`config.mk`:
```
export PLATFORM = sky130hd
export DESIGN_NAME = smtp_data_dot_unstuffer
export DESIGN_NICKNAME = d
export VERILOG_FILES = /design/src/rtl/smtp_du_pkg.sv /design/src/rtl/smtp_data_dot_unstuffer.sv
export SDC_FILE = /design/constraint.sdc
export NUM_CORES = 1
export LEC_CHECK = 0
export BUFFER_PORTS_ARGS = -buffer_cell sky130_fd_sc_hd__buf_2
export CORE_MARGIN = 2
export CORE_UTILIZATION = 50
export CTS_CLUSTER_SIZE = 10
export DETAILED_ROUTE_END_ITERATION = 7
export PLACE_DENSITY = 0.72
export SYNTH_ARGS = -nofsm -noshare
export SYNTH_HDL_FRONTEND = slang
export SYNTH_SLANG_ARGS = --single-unit
```
`constraint.sdc`:
```
create_clock -name clk -period 16.4 [get_ports clk]
set_clock_uncertainty 0.05 [all_clocks]
set_input_delay 0 -clock clk [delete_from_list [all_inputs] [get_ports clk]]
set_output_delay 0 -clock clk [all_outputs]
set_load 0.03 [all_outputs]
```
`src/rtl/smtp_du_pkg.sv`:
```
// Shared types, character codes and register indexes of the SMTP DATA dot unstuffer.
package smtp_du_pkg;

  localparam int unsigned CFG_IDX_W = 1;

  localparam logic [CFG_IDX_W-1:0] CFG_SIZE_LIMIT = 1'd0;
  localparam logic [CFG_IDX_W-1:0] CFG_MAX_HOPS   = 1'd1;

  localparam logic [7:0] MAX_HOPS_RESET = 8'd100;

  localparam logic [7:0] CHAR_CR  = 8'h0d;
  localparam logic [7:0] CHAR_LF  = 8'h0a;
  localparam logic [7:0] CHAR_DOT = 8'h2e;

  localparam logic [1:0] STAT_DATA    = 2'd0;
  localparam logic [1:0] STAT_END     = 2'd1;
  localparam logic [1:0] STAT_ABORT   = 2'd2;
  localparam logic [1:0] STAT_IGNORED = 2'd3;

  // Position in the line-break / dot-stuffing sequence.
  typedef enum logic [4:0] {
    ST_MID   = 5'b00001,
    ST_LINE  = 5'b00010,
    ST_DOT   = 5'b00100,
    ST_DOTCR = 5'b01000,
    ST_CR    = 5'b10000
  } unstuff_state_t;

  typedef struct packed {
    logic [7:0] data_byte;
    logic       first_of_message;
  } item_t;

  typedef struct packed {
    logic [7:0]  out_byte;
    logic        out_valid;
    logic        last_of_run;
    logic [1:0]  status;
    logic [7:0]  hop_total;
    logic        hops_exceeded;
    logic        size_exceeded;
    logic [31:0] bytes_passed;
  } result_t;

  // Everything one input beat produces: up to three result beats.
  typedef struct packed {
    logic [2:0][7:0] bytes;
    logic [1:0]      count;
    logic [1:0]      status;
    logic [7:0]      hop_total;
    logic            hops_exceeded;
    logic            size_exceeded;
    logic [31:0]     bytes_passed;
  } bundle_t;

  function automatic logic [7:0] delivered_lower(input logic [3:0] p);
    case (p)
      4'd0:    delivered_lower = "d";
      4'd1:    delivered_lower = "e";
      4'd2:    delivered_lower = "l";
      4'd3:    delivered_lower = "i";
      4'd4:    delivered_lower = "v";
      4'd5:    delivered_lower = "e";
      4'd6:    delivered_lower = "r";
      4'd7:    delivered_lower = "e";
      4'd8:    delivered_lower = "d";
      default: delivered_lower = 8'h00;
    endcase
  endfunction

  function automatic logic [7:0] delivered_upper(input logic [3:0] p);
    case (p)
      4'd0:    delivered_upper = "D";
      4'd1:    delivered_upper = "E";
      4'd2:    delivered_upper = "L";
      4'd3:    delivered_upper = "I";
      4'd4:    delivered_upper = "V";
      4'd5:    delivered_upper = "E";
      4'd6:    delivered_upper = "R";
      4'd7:    delivered_upper = "E";
      4'd8:    delivered_upper = "D";
      default: delivered_upper = 8'h00;
    endcase
  endfunction

  function automatic logic [7:0] received_lower(input logic [3:0] p);
    case (p)
      4'd0:    received_lower = "r";
      4'd1:    received_lower = "e";
      4'd2:    received_lower = "c";
      4'd3:    received_lower = "e";
      4'd4:    received_lower = "i";
      4'd5:    received_lower = "v";
      4'd6:    received_lower = "e";
      4'd7:    received_lower = "d";
      default: received_lower = 8'h00;
    endcase
  endfunction

  function automatic logic [7:0] received_upper(input logic [3:0] p);
    case (p)
      4'd0:    received_upper = "R";
      4'd1:    received_upper = "E";
      4'd2:    received_upper = "C";
      4'd3:    received_upper = "E";
      4'd4:    received_upper = "I";
      4'd5:    received_upper = "V";
      4'd6:    received_upper = "E";
      4'd7:    received_upper = "D";
      default: received_upper = 8'h00;
    endcase
  endfunction

endpackage

```
`src/rtl/smtp_data_dot_unstuffer.sv`:
```
// SMTP DATA dot unstuffer: removes dot stuffing, finds the end marker and counts header hops.
//
// Each accepted input beat is one raw DATA byte and is handled in the cycle it is accepted:
// its zero to three result beats are formed at once and held in a two-entry result buffer,
// from which they leave one per cycle while result_ready is high. Input beats stream at one
// per cycle while results are taken and no byte yields over one result beat. The rare byte
// that releases a held CR, or a held dot and CR, yields two or three result beats and holds
// the output until all are taken. item_ready drops only while both buffer entries are
// taken. Configuration writes are always taken at once and should be issued only while no
// message byte is in flight.
module smtp_data_dot_unstuffer
  import smtp_du_pkg::*;
(
  input  logic                 clk,
  input  logic                 rst,
  input  logic                 item_valid,
  output logic                 item_ready,
  input  item_t                item,
  output logic                 result_valid,
  input  logic                 result_ready,
  output result_t              result,
  input  logic                 cfg_valid,
  output logic                 cfg_ready,
  input  logic [CFG_IDX_W-1:0] cfg_index,
  input  logic [31:0]          cfg_data
);

  // Configuration.
  logic [31:0] start_budget;
  logic [7:0]  max_hops;

  // Per-message state.
  unstuff_state_t ustate;
  logic        in_header;
  logic [3:0]  line_position;
  logic        may_be_received;
  logic        may_be_delivered;
  logic        may_be_empty_line;
  logic [7:0]  hop_counter;
  logic [31:0] bytes_until_overflow;
  logic [31:0] byte_counter;
  logic        message_active;
  logic        overflowed;

  unstuff_state_t ustate_next;
  logic        in_header_next;
  logic [3:0]  line_position_next;
  logic        may_be_received_next;
  logic        may_be_delivered_next;
  logic        may_be_empty_line_next;
  logic [7:0]  hop_counter_next;
  logic [31:0] bytes_until_overflow_next;
  logic [31:0] byte_counter_next;
  logic        message_active_next;
  logic        overflowed_next;

  // Result buffer.
  bundle_t    cur;
  bundle_t    pend;
  logic       cur_valid;
  logic       pend_valid;
  logic [1:0] beat_idx;
  bundle_t    bundle_next;

  logic accept;
  logic take;
  logic last_beat;
  logic finish;

  assign cfg_ready  = 1'b1;
  assign item_ready = !pend_valid;
  assign accept     = item_valid && item_ready;

  // The budget counts down from size_limit + 1; zero disables it, all-ones acts as one less.
  always_ff @(posedge clk) begin
    if (rst) begin
      start_budget <= '0;
      max_hops     <= MAX_HOPS_RESET;
    end else if (cfg_valid && cfg_ready) begin
      case (cfg_index)
        CFG_SIZE_LIMIT: begin
          if (cfg_data == '0) begin
            start_budget <= '0;
          end else if (cfg_data == '1) begin
            start_budget <= '1;
          end else begin
            start_budget <= cfg_data + 32'd1;
          end
        end
        CFG_MAX_HOPS: max_hops <= cfg_data[7:0];
        default: ;
      endcase
    end
  end

  always_comb begin
    logic [7:0]  ch;
    logic [1:0]  npass;
    logic [1:0]  stat;
    logic [2:0][7:0] obytes;
    logic [32:0] count_sum;

    ch        = item.data_byte;
    npass     = 2'd0;
    stat      = STAT_DATA;
    obytes    = '0;
    count_sum = '0;

    ustate_next               = ustate;
    in_header_next            = in_header;
    line_position_next        = line_position;
    may_be_received_next      = may_be_received;
    may_be_delivered_next     = may_be_delivered;
    may_be_empty_line_next    = may_be_empty_line;
    hop_counter_next          = hop_counter;
    bytes_until_overflow_next = bytes_until_overflow;
    byte_counter_next         = byte_counter;
    message_active_next       = message_active;
    overflowed_next           = overflowed;

    if (item.first_of_message) begin
      ustate_next               = ST_LINE;
      in_header_next            = 1'b1;
      line_position_next        = 4'd0;
      may_be_received_next      = 1'b1;
      may_be_delivered_next     = 1'b1;
      may_be_empty_line_next    = 1'b1;
      hop_counter_next          = 8'd0;
      bytes_until_overflow_next = start_budget;
      byte_counter_next         = 32'd0;
      overflowed_next           = 1'b0;
      message_active_next       = 1'b1;
    end

    if (!message_active_next) begin
      stat = STAT_IGNORED;
    end else begin
      // Header scan: match the line start against both hop keywords and the empty line.
      if (in_header_next) begin
        if (line_position_next < 4'd9) begin
          if (ch != delivered_lower(line_position_next) &&
              ch != delivered_upper(line_position_next)) begin
            may_be_delivered_next = 1'b0;
          end
          if (line_position_next < 4'd8 &&
              ch != received_lower(line_position_next) &&
              ch != received_upper(line_position_next)) begin
            may_be_received_next = 1'b0;
          end
          if ((may_be_delivered_next && line_position_next == 4'd8) ||
              (may_be_received_next && line_position_next == 4'd7)) begin
            if (hop_counter_next != 8'hff) begin
              hop_counter_next = hop_counter_next + 8'd1;
            end
          end
          if ((line_position_next == 4'd0 && ch != CHAR_CR) ||
              (line_position_next == 4'd1 && ch != CHAR_LF)) begin
            may_be_empty_line_next = 1'b0;
          end
          if (may_be_empty_line_next && line_position_next == 4'd1) begin
            in_header_next = 1'b0;
          end
          line_position_next = line_position_next + 4'd1;
        end
        if (ch == CHAR_LF) begin
          line_position_next     = 4'd0;
          may_be_received_next   = 1'b1;
          may_be_delivered_next  = 1'b1;
          may_be_empty_line_next = 1'b1;
        end
      end

      case (ustate_next)
        ST_LINE: begin
          if (ch == CHAR_LF) begin
            stat = STAT_ABORT;
          end else if (ch == CHAR_DOT) begin
            ustate_next = ST_DOT;
          end else if (ch == CHAR_CR) begin
            ustate_next = ST_CR;
          end else begin
            obytes[0]   = ch;
            npass       = 2'd1;
            ustate_next = ST_MID;
          end
        end
        ST_DOT: begin
          if (ch == CHAR_LF) begin
            stat = STAT_ABORT;
          end else if (ch == CHAR_CR) begin
            ustate_next = ST_DOTCR;
          end else begin
            obytes[0]   = ch;
            npass       = 2'd1;
            ustate_next = ST_MID;
          end
        end
        ST_DOTCR: begin
          if (ch == CHAR_LF) begin
            stat = STAT_END;
          end else begin
            // The held dot and CR were not the end marker after all.
            obytes[0] = CHAR_DOT;
            obytes[1] = CHAR_CR;
            if (ch == CHAR_CR) begin
              npass       = 2'd2;
              ustate_next = ST_CR;
            end else begin
              obytes[2]   = ch;
              npass       = 2'd3;
              ustate_next = ST_MID;
            end
          end
        end
        ST_CR: begin
          if (ch == CHAR_LF) begin
            obytes[0]   = CHAR_LF;
            npass       = 2'd1;
            ustate_next = ST_LINE;
          end else if (ch == CHAR_CR) begin
            obytes[0] = CHAR_CR;
            npass     = 2'd1;
          end else begin
            obytes[0]   = CHAR_CR;
            obytes[1]   = ch;
            npass       = 2'd2;
            ustate_next = ST_MID;
          end
        end
        default: begin
          ustate_next = ST_MID;
          if (ch == CHAR_LF) begin
            stat = STAT_ABORT;
          end else if (ch == CHAR_CR) begin
            ustate_next = ST_CR;
          end else begin
            obytes[0] = ch;
            npass     = 2'd1;
          end
        end
      endcase

      if (stat != STAT_DATA) begin
        message_active_next = 1'b0;
      end

      if (bytes_until_overflow_next != '0) begin
        if (bytes_until_overflow_next <= {30'd0, npass}) begin
          bytes_until_overflow_next = '0;
          overflowed_next           = 1'b1;
        end else begin
          bytes_until_overflow_next = bytes_until_overflow_next - {30'd0, npass};
        end
      end
      count_sum         = {1'b0, byte_counter_next} + {31'd0, npass};
      byte_counter_next = count_sum[32] ? '1 : count_sum[31:0];
    end

    bundle_next.bytes         = obytes;
    bundle_next.count         = (stat == STAT_DATA) ? npass : 2'd1;
    bundle_next.status        = stat;
    bundle_next.hop_total     = hop_counter_next;
    bundle_next.hops_exceeded = (hop_counter_next >= max_hops);
    bundle_next.size_exceeded = overflowed_next;
    bundle_next.bytes_passed  = byte_counter_next;
  end

  always_ff @(posedge clk) begin
    if (rst) begin
      ustate               <= ST_LINE;
      in_header            <= 1'b1;
      line_position        <= 4'd0;
      may_be_received      <= 1'b1;
      may_be_delivered     <= 1'b1;
      may_be_empty_line    <= 1'b1;
      hop_counter          <= 8'd0;
      bytes_until_overflow <= '0;
      byte_counter         <= '0;
      message_active       <= 1'b0;
      overflowed           <= 1'b0;
    end else if (accept) begin
      ustate               <= ustate_next;
      in_header            <= in_header_next;
      line_position        <= line_position_next;
      may_be_received      <= may_be_received_next;
      may_be_delivered     <= may_be_delivered_next;
      may_be_empty_line    <= may_be_empty_line_next;
      hop_counter          <= hop_counter_next;
      bytes_until_overflow <= bytes_until_overflow_next;
      byte_counter         <= byte_counter_next;
      message_active       <= message_active_next;
      overflowed           <= overflowed_next;
    end
  end

  assign result_valid = cur_valid;
  assign take         = result_valid && result_ready;
  assign last_beat    = (beat_idx == cur.count - 2'd1);
  assign finish       = take && last_beat;

  assign result.out_byte      = cur.bytes[beat_idx];
  assign result.out_valid     = (cur.status == STAT_DATA);
  assign result.last_of_run   = last_beat;
  assign result.status        = cur.status;
  assign result.hop_total     = cur.hop_total;
  assign result.hops_exceeded = cur.hops_exceeded;
  assign result.size_exceeded = cur.size_exceeded;
  assign result.bytes_passed  = cur.bytes_passed;

  // A swallowed byte has a count of zero and never enters the buffer.
  always_ff @(posedge clk) begin
    if (rst) begin
      cur_valid  <= 1'b0;
      pend_valid <= 1'b0;
      beat_idx   <= 2'd0;
    end else if (!cur_valid || finish) begin
      beat_idx <= 2'd0;
      if (pend_valid) begin
        cur        <= pend;
        cur_valid  <= 1'b1;
        pend_valid <= 1'b0;
      end else if (accept && bundle_next.count != 2'd0) begin
        cur       <= bundle_next;
        cur_valid <= 1'b1;
      end else begin
        cur_valid <= 1'b0;
      end
    end else begin
      if (take) begin
        beat_idx <= beat_idx + 2'd1;
      end
      if (accept && bundle_next.count != 2'd0) begin
        pend       <= bundle_next;
        pend_valid <= 1'b1;
      end
    end
  end

  a_pend_behind_cur: assert property (@(posedge clk) disable iff (rst)
    pend_valid |-> cur_valid)
    else $error("second buffer entry is full while the first is empty");

  a_beat_in_range: assert property (@(posedge clk) disable iff (rst)
    cur_valid |-> (cur.count != 2'd0 && beat_idx < cur.count))
    else $error("beat index runs past the buffered result count");

  a_status_single: assert property (@(posedge clk) disable iff (rst)
    (result_valid && result.status != STAT_DATA) |-> result.last_of_run)
    else $error("end, abort or ignored result is not a single beat");

  a_overflow_counted: assert property (@(posedge clk) disable iff (rst)
    (result_valid && result.size_exceeded) |-> (result.bytes_passed != '0))
    else $error("size overflow flagged with no bytes passed");

  a_beat_held: assert property (@(posedge clk) disable iff (rst)
    (result_valid && !result_ready) |=> (result_valid && $stable(beat_idx)))
    else $error("stalled result beat moved on");

endmodule
```
==> summary.txt <==
==================================================================================================
Required @ worst endpoint                                                                 16.81 ns
RSZ-0062 raised after global routing                                                         false
Hold violation total from the final report                                                       0
Number of gates resized after cts                                                                0
DRC violation total after the first TritonRoute iteration                                     1325
First drt pass iteration count                                                                   6
Proportion of synthesized area in mux cells                                                0.05744
Fraction of layout instances using a drive strength above 1                                 0.1431
Core area                                                                             0.03067 sq mm
Largest net degree at the start of global routing                                               64
Site row count                                                                                  64
Proportion of register bits with asynchronous set or reset after synthesis                       0
Synthesized Nets                                                                              1782
Vias in the first global route                                                               12930
Net switching fraction of the power                                                         0.2667
Final nets                                                                                    1841
Static Leakage                                                                         0.006483 uW
Register-to-Register Path Depth                                                                 13
Global placement routability congestion                                                     0.8774
CTS H-tree depth                                                                                 1
Number of nets with antenna violations after routing                                             0
Summed area of non-filler cells in the final layout                                   0.01749 sq mm
Maximum clock path buffer count                                                                  3
Die span in x                                                                         180.6 microns
Maximum fanout along the worst path                                                             36
Setup-violating endpoint count in the final report                                               0
Starting utilization of the core area                                                       0.5086
Remaining Overflow, GRT                                                                          0
Part of the power in registers                                                               0.472
Top_reg_cell synth                                                                    sky130_fd_sc_hd__edfxtp_1
Most frequent standard cell in the layout excluding fill and tap cells                sky130_fd_sc_hd__nand2_1
Most frequent cells in the layout                                                     sky130_fd_sc_hd__nand2_1 (199), sky130_fd_sc_hd__nor2_1 (165), sky130_fd_sc_hd__edfxtp_1 (140), sky130_fd_sc_hd__dfxtp_1 (131), sky130_fd_sc_hd__buf_2 (101)
Kind of end point of the critical path                                                        flop
Worst min-delay path class                                                                  in2reg
Post-synth EDFFs                                                                               140
Synthesized-area fraction occupied by adder cells                                          0.01620
Vias                                                                                         13180
Worst stage delay on the critical path                                                     0.93 ns
Post-synthesis instance area                                                          0.01560 sq mm
CP max-delay cell                                                                     sky130_fd_sc_hd__nor4b_2
Fill cells                                                                                    2687
Number of input and output port buffers inserted                                               102
Cell-internal power                                                                        1193 uW
Antenna violations before repair                                                                 1
Number of design rule violations left after detail routing                                       0
Maximum vdd drop                                                                        0.06830 mV
Die area                                                                              0.03262 sq mm
Global-route wire length before repair                                                    65.34 mm
Pwr dens                                                                              93.05 mW/mm^2
Area overhead of the layout relative to synthesis                                           12.12%
Final period demand of the worst path                                                     5.446 ns
Chip Height                                                                           180.6 microns
Number of max-cap violations                                                                     0
Gate Count Post-Synth                                                                         1716
Total Routing Usage GR                                                                      0.2367
Hpwl dp                                                                                   25.42 mm
Net switching component of the power                                                      434.1 uW
Least-Margin Pin Slew                                                                     1.127 ns
Number of distinct library cell variants in the gate-level netlist after synthesis              93
Boundary Pins                                                                                  104
Share of total power in the clock network                                                    0.378
TritonCTS clock tree                                                                         built
Area post-placement                                                                   0.01593 sq mm
Detailed-route vias per instance                                                             6.011
Largest family of logic cells by synthesized area                                     simple AND/OR/NAND/NOR gates
Number of buffers inserted by post-CTS setup repair                                              0
Total clock buffers created by CTS                                                              31
Post-synthesis compound-gate area fraction                                                  0.1619
Area fraction in and, or, nand and nor cells after synthesis                                0.2159
Total detailed-routing wirelength                                                         39.55 mm
Setup Total Neg Slack                                                                         0 ns
Clock Tree Root                                                                       sky130_fd_sc_hd__clkbuf_16
Max Clock Freq                                                                           183.6 MHz
Yosys warning total                                                                              0
Type of the worst setup path                                                                in2reg
Average size of a mapped cell                                                          9.089 sq um
XOR/XNOR Fraction of Synth Area                                                            0.04661
Worst skew pair latency                                                                    0.55 ns
Fin. max-slew vios                                                                               0
Arrival time of the worst setup path                                                       5.85 ns
Combinational share of power                                                                 0.149
Number of sinks driven by the clock tree                                                       271
Hold Path Cell Cnt                                                                               3
Result of the run                                                                     complete, no violations
Post-detailed-route wirelength per cell                                               18.04 microns
Clock transition time at the flip-flop clock pins of the worst setup and hold paths        0.06 ns
Element type at the critical path start                                               primary input
Portion of the clock cycle consumed by the worst path in the final layout                   0.3320
Series of cell instances along the critical path                                      dlygate4sd3_1, buf_2, nor4b_1, nor4b_2, o21ai_0, nand2_1, ha_1, inv_1, fa_1, or4b_1, nor4_4, nand3_2, o21ai_1, nor2_1, a211oi_1
Sequential-to-total area share from yosys stat                                              0.4377
Max transition margin                                                                       0.2291
Register bit total from synthesis                                                              271
==================================================================================================
==> through the flow <==
step	cells	utilization	total power, uW	hold slack, ns	setup WS (ns)
4_1_cts	2192	0.5701	1636	0.002634	10.95
5_1_grt	2192	0.5701	1694	0.06789	10.41
3_5_place_dp	2071	0.5195	1010	0.2518	10.92
6_report	2193	0.5702	1627	0.01636	10.95
3_3_place_gp	2071	0.5195	1004	0.2434	11.21
2_1_floorplan	1716	-	957.3	0.08596	8.908
==> repair_timing <==
action | CTS | global route
endpoints found under the setup margin | 0 | 0
endpoints found under the hold margin | 67 | 0
hold buffers | 67 | 0
==> cell type report <==
cell class	instances	area [sq um]	share of cell area
clock inverter	1	5.005	0.0002862
sequential	271	6827	0.3904
clock buffer	53	878.3	0.05023
multi-input combinational	1245	7811	0.4467
antenna	1	2.502	0.0001431
timing repair buffer	188	1326	0.07584
tap	396	495.5	0.02833
inverter	38	142.6	0.008156
==> synth_stat cells (all sizes together), types with 19 or more instances <==
cell type	count	area (sq um)
o21ai	127	643.1
nor4	27	226.5
a21oi	76	380.4
nor2b	19	118.9
a31oi	23	143.9
clkbuf	75	281.5
and3	34	212.7
mux2	65	735.7
nand3	41	210.2
buf	87	575.6
nand4	29	187.7
nor3	71	355.3
inv	38	142.6
xor2	34	297.8
o31ai	26	195.2
a22oi	24	180.2
nand2	199	747.0
edfxtp	140	4204
xnor2	49	429.2
nor2	167	631.9
dfxtp	131	2623
==> critical path: cells and delay by family <==
family | cells | cell delay (ns)
compound gates | 3 | 0.81
fa+ha+maj | 2 | 0.63
buf+inv | 3 | 0.78
simple gates | 7 | 3.58
==> routing by layer <==
metal	global-route usage	wire, microns	part of all wire
met1	0.3099	17200	0.43
met3	0.02829	2138	0.054
met5	0	0	0
met4	0.07516	1024	0.026
met2	0.4082	19190	0.49
==> worst paths after layout <==
path                                                from                        to  slack [ns]
worst min register to register  bytes_until_overflow[27]  bytes_until_overflow[27]        0.40
worst min-delay path                           cfg_index               max_hops[2]        0.02
worst max register to register                 ustate[1]          byte_counter[15]       11.50
worst max-delay path                             item[5]          byte_counter[15]       10.95
==> power groups by stage <==
stage	registers (uW)	logic (uW)	clock network (uW)
after detailed placement	782	229	0
final	768	243	616
after global routing	772	267	655
after CTS	768	241	627
after floorplan	776	182	0
after global placement	781	223	0
==> kinds of logic after synthesis <==
| logic type | count (synthesis) |
|---|---|
| DFF | 271 |
| xor gates and xnor gates | 83 |
| buffers and inverters | 200 |
| muxes | 81 |
| other | 1 |
| AOI/OAI and AO/OA | 385 |
| adders and majority gates | 19 |
| and+or+nand+nor | 676 |
==> sequential cells by signal, summed over array words and instances, names as in the netlist <==
| register | flops |
|---|---|
| beat_idx | 2 |
| byte_counter | 32 |
| bytes_until_overflow | 32 |
| cur | 26 |
| hop_counter | 8 |
| in_header | 1 |
| line_position | 4 |
| max_hops | 8 |
| may_be_delivered | 1 |
| may_be_empty_line | 1 |
| may_be_received | 1 |
| message_active | 1 |
| overflowed | 1 |
| pend | 70 |
| pend_valid | 1 |
| result | 44 |
| result_valid | 1 |
| start_budget | 32 |
| ustate | 5 |
Power figures use the tool's default switching activity.
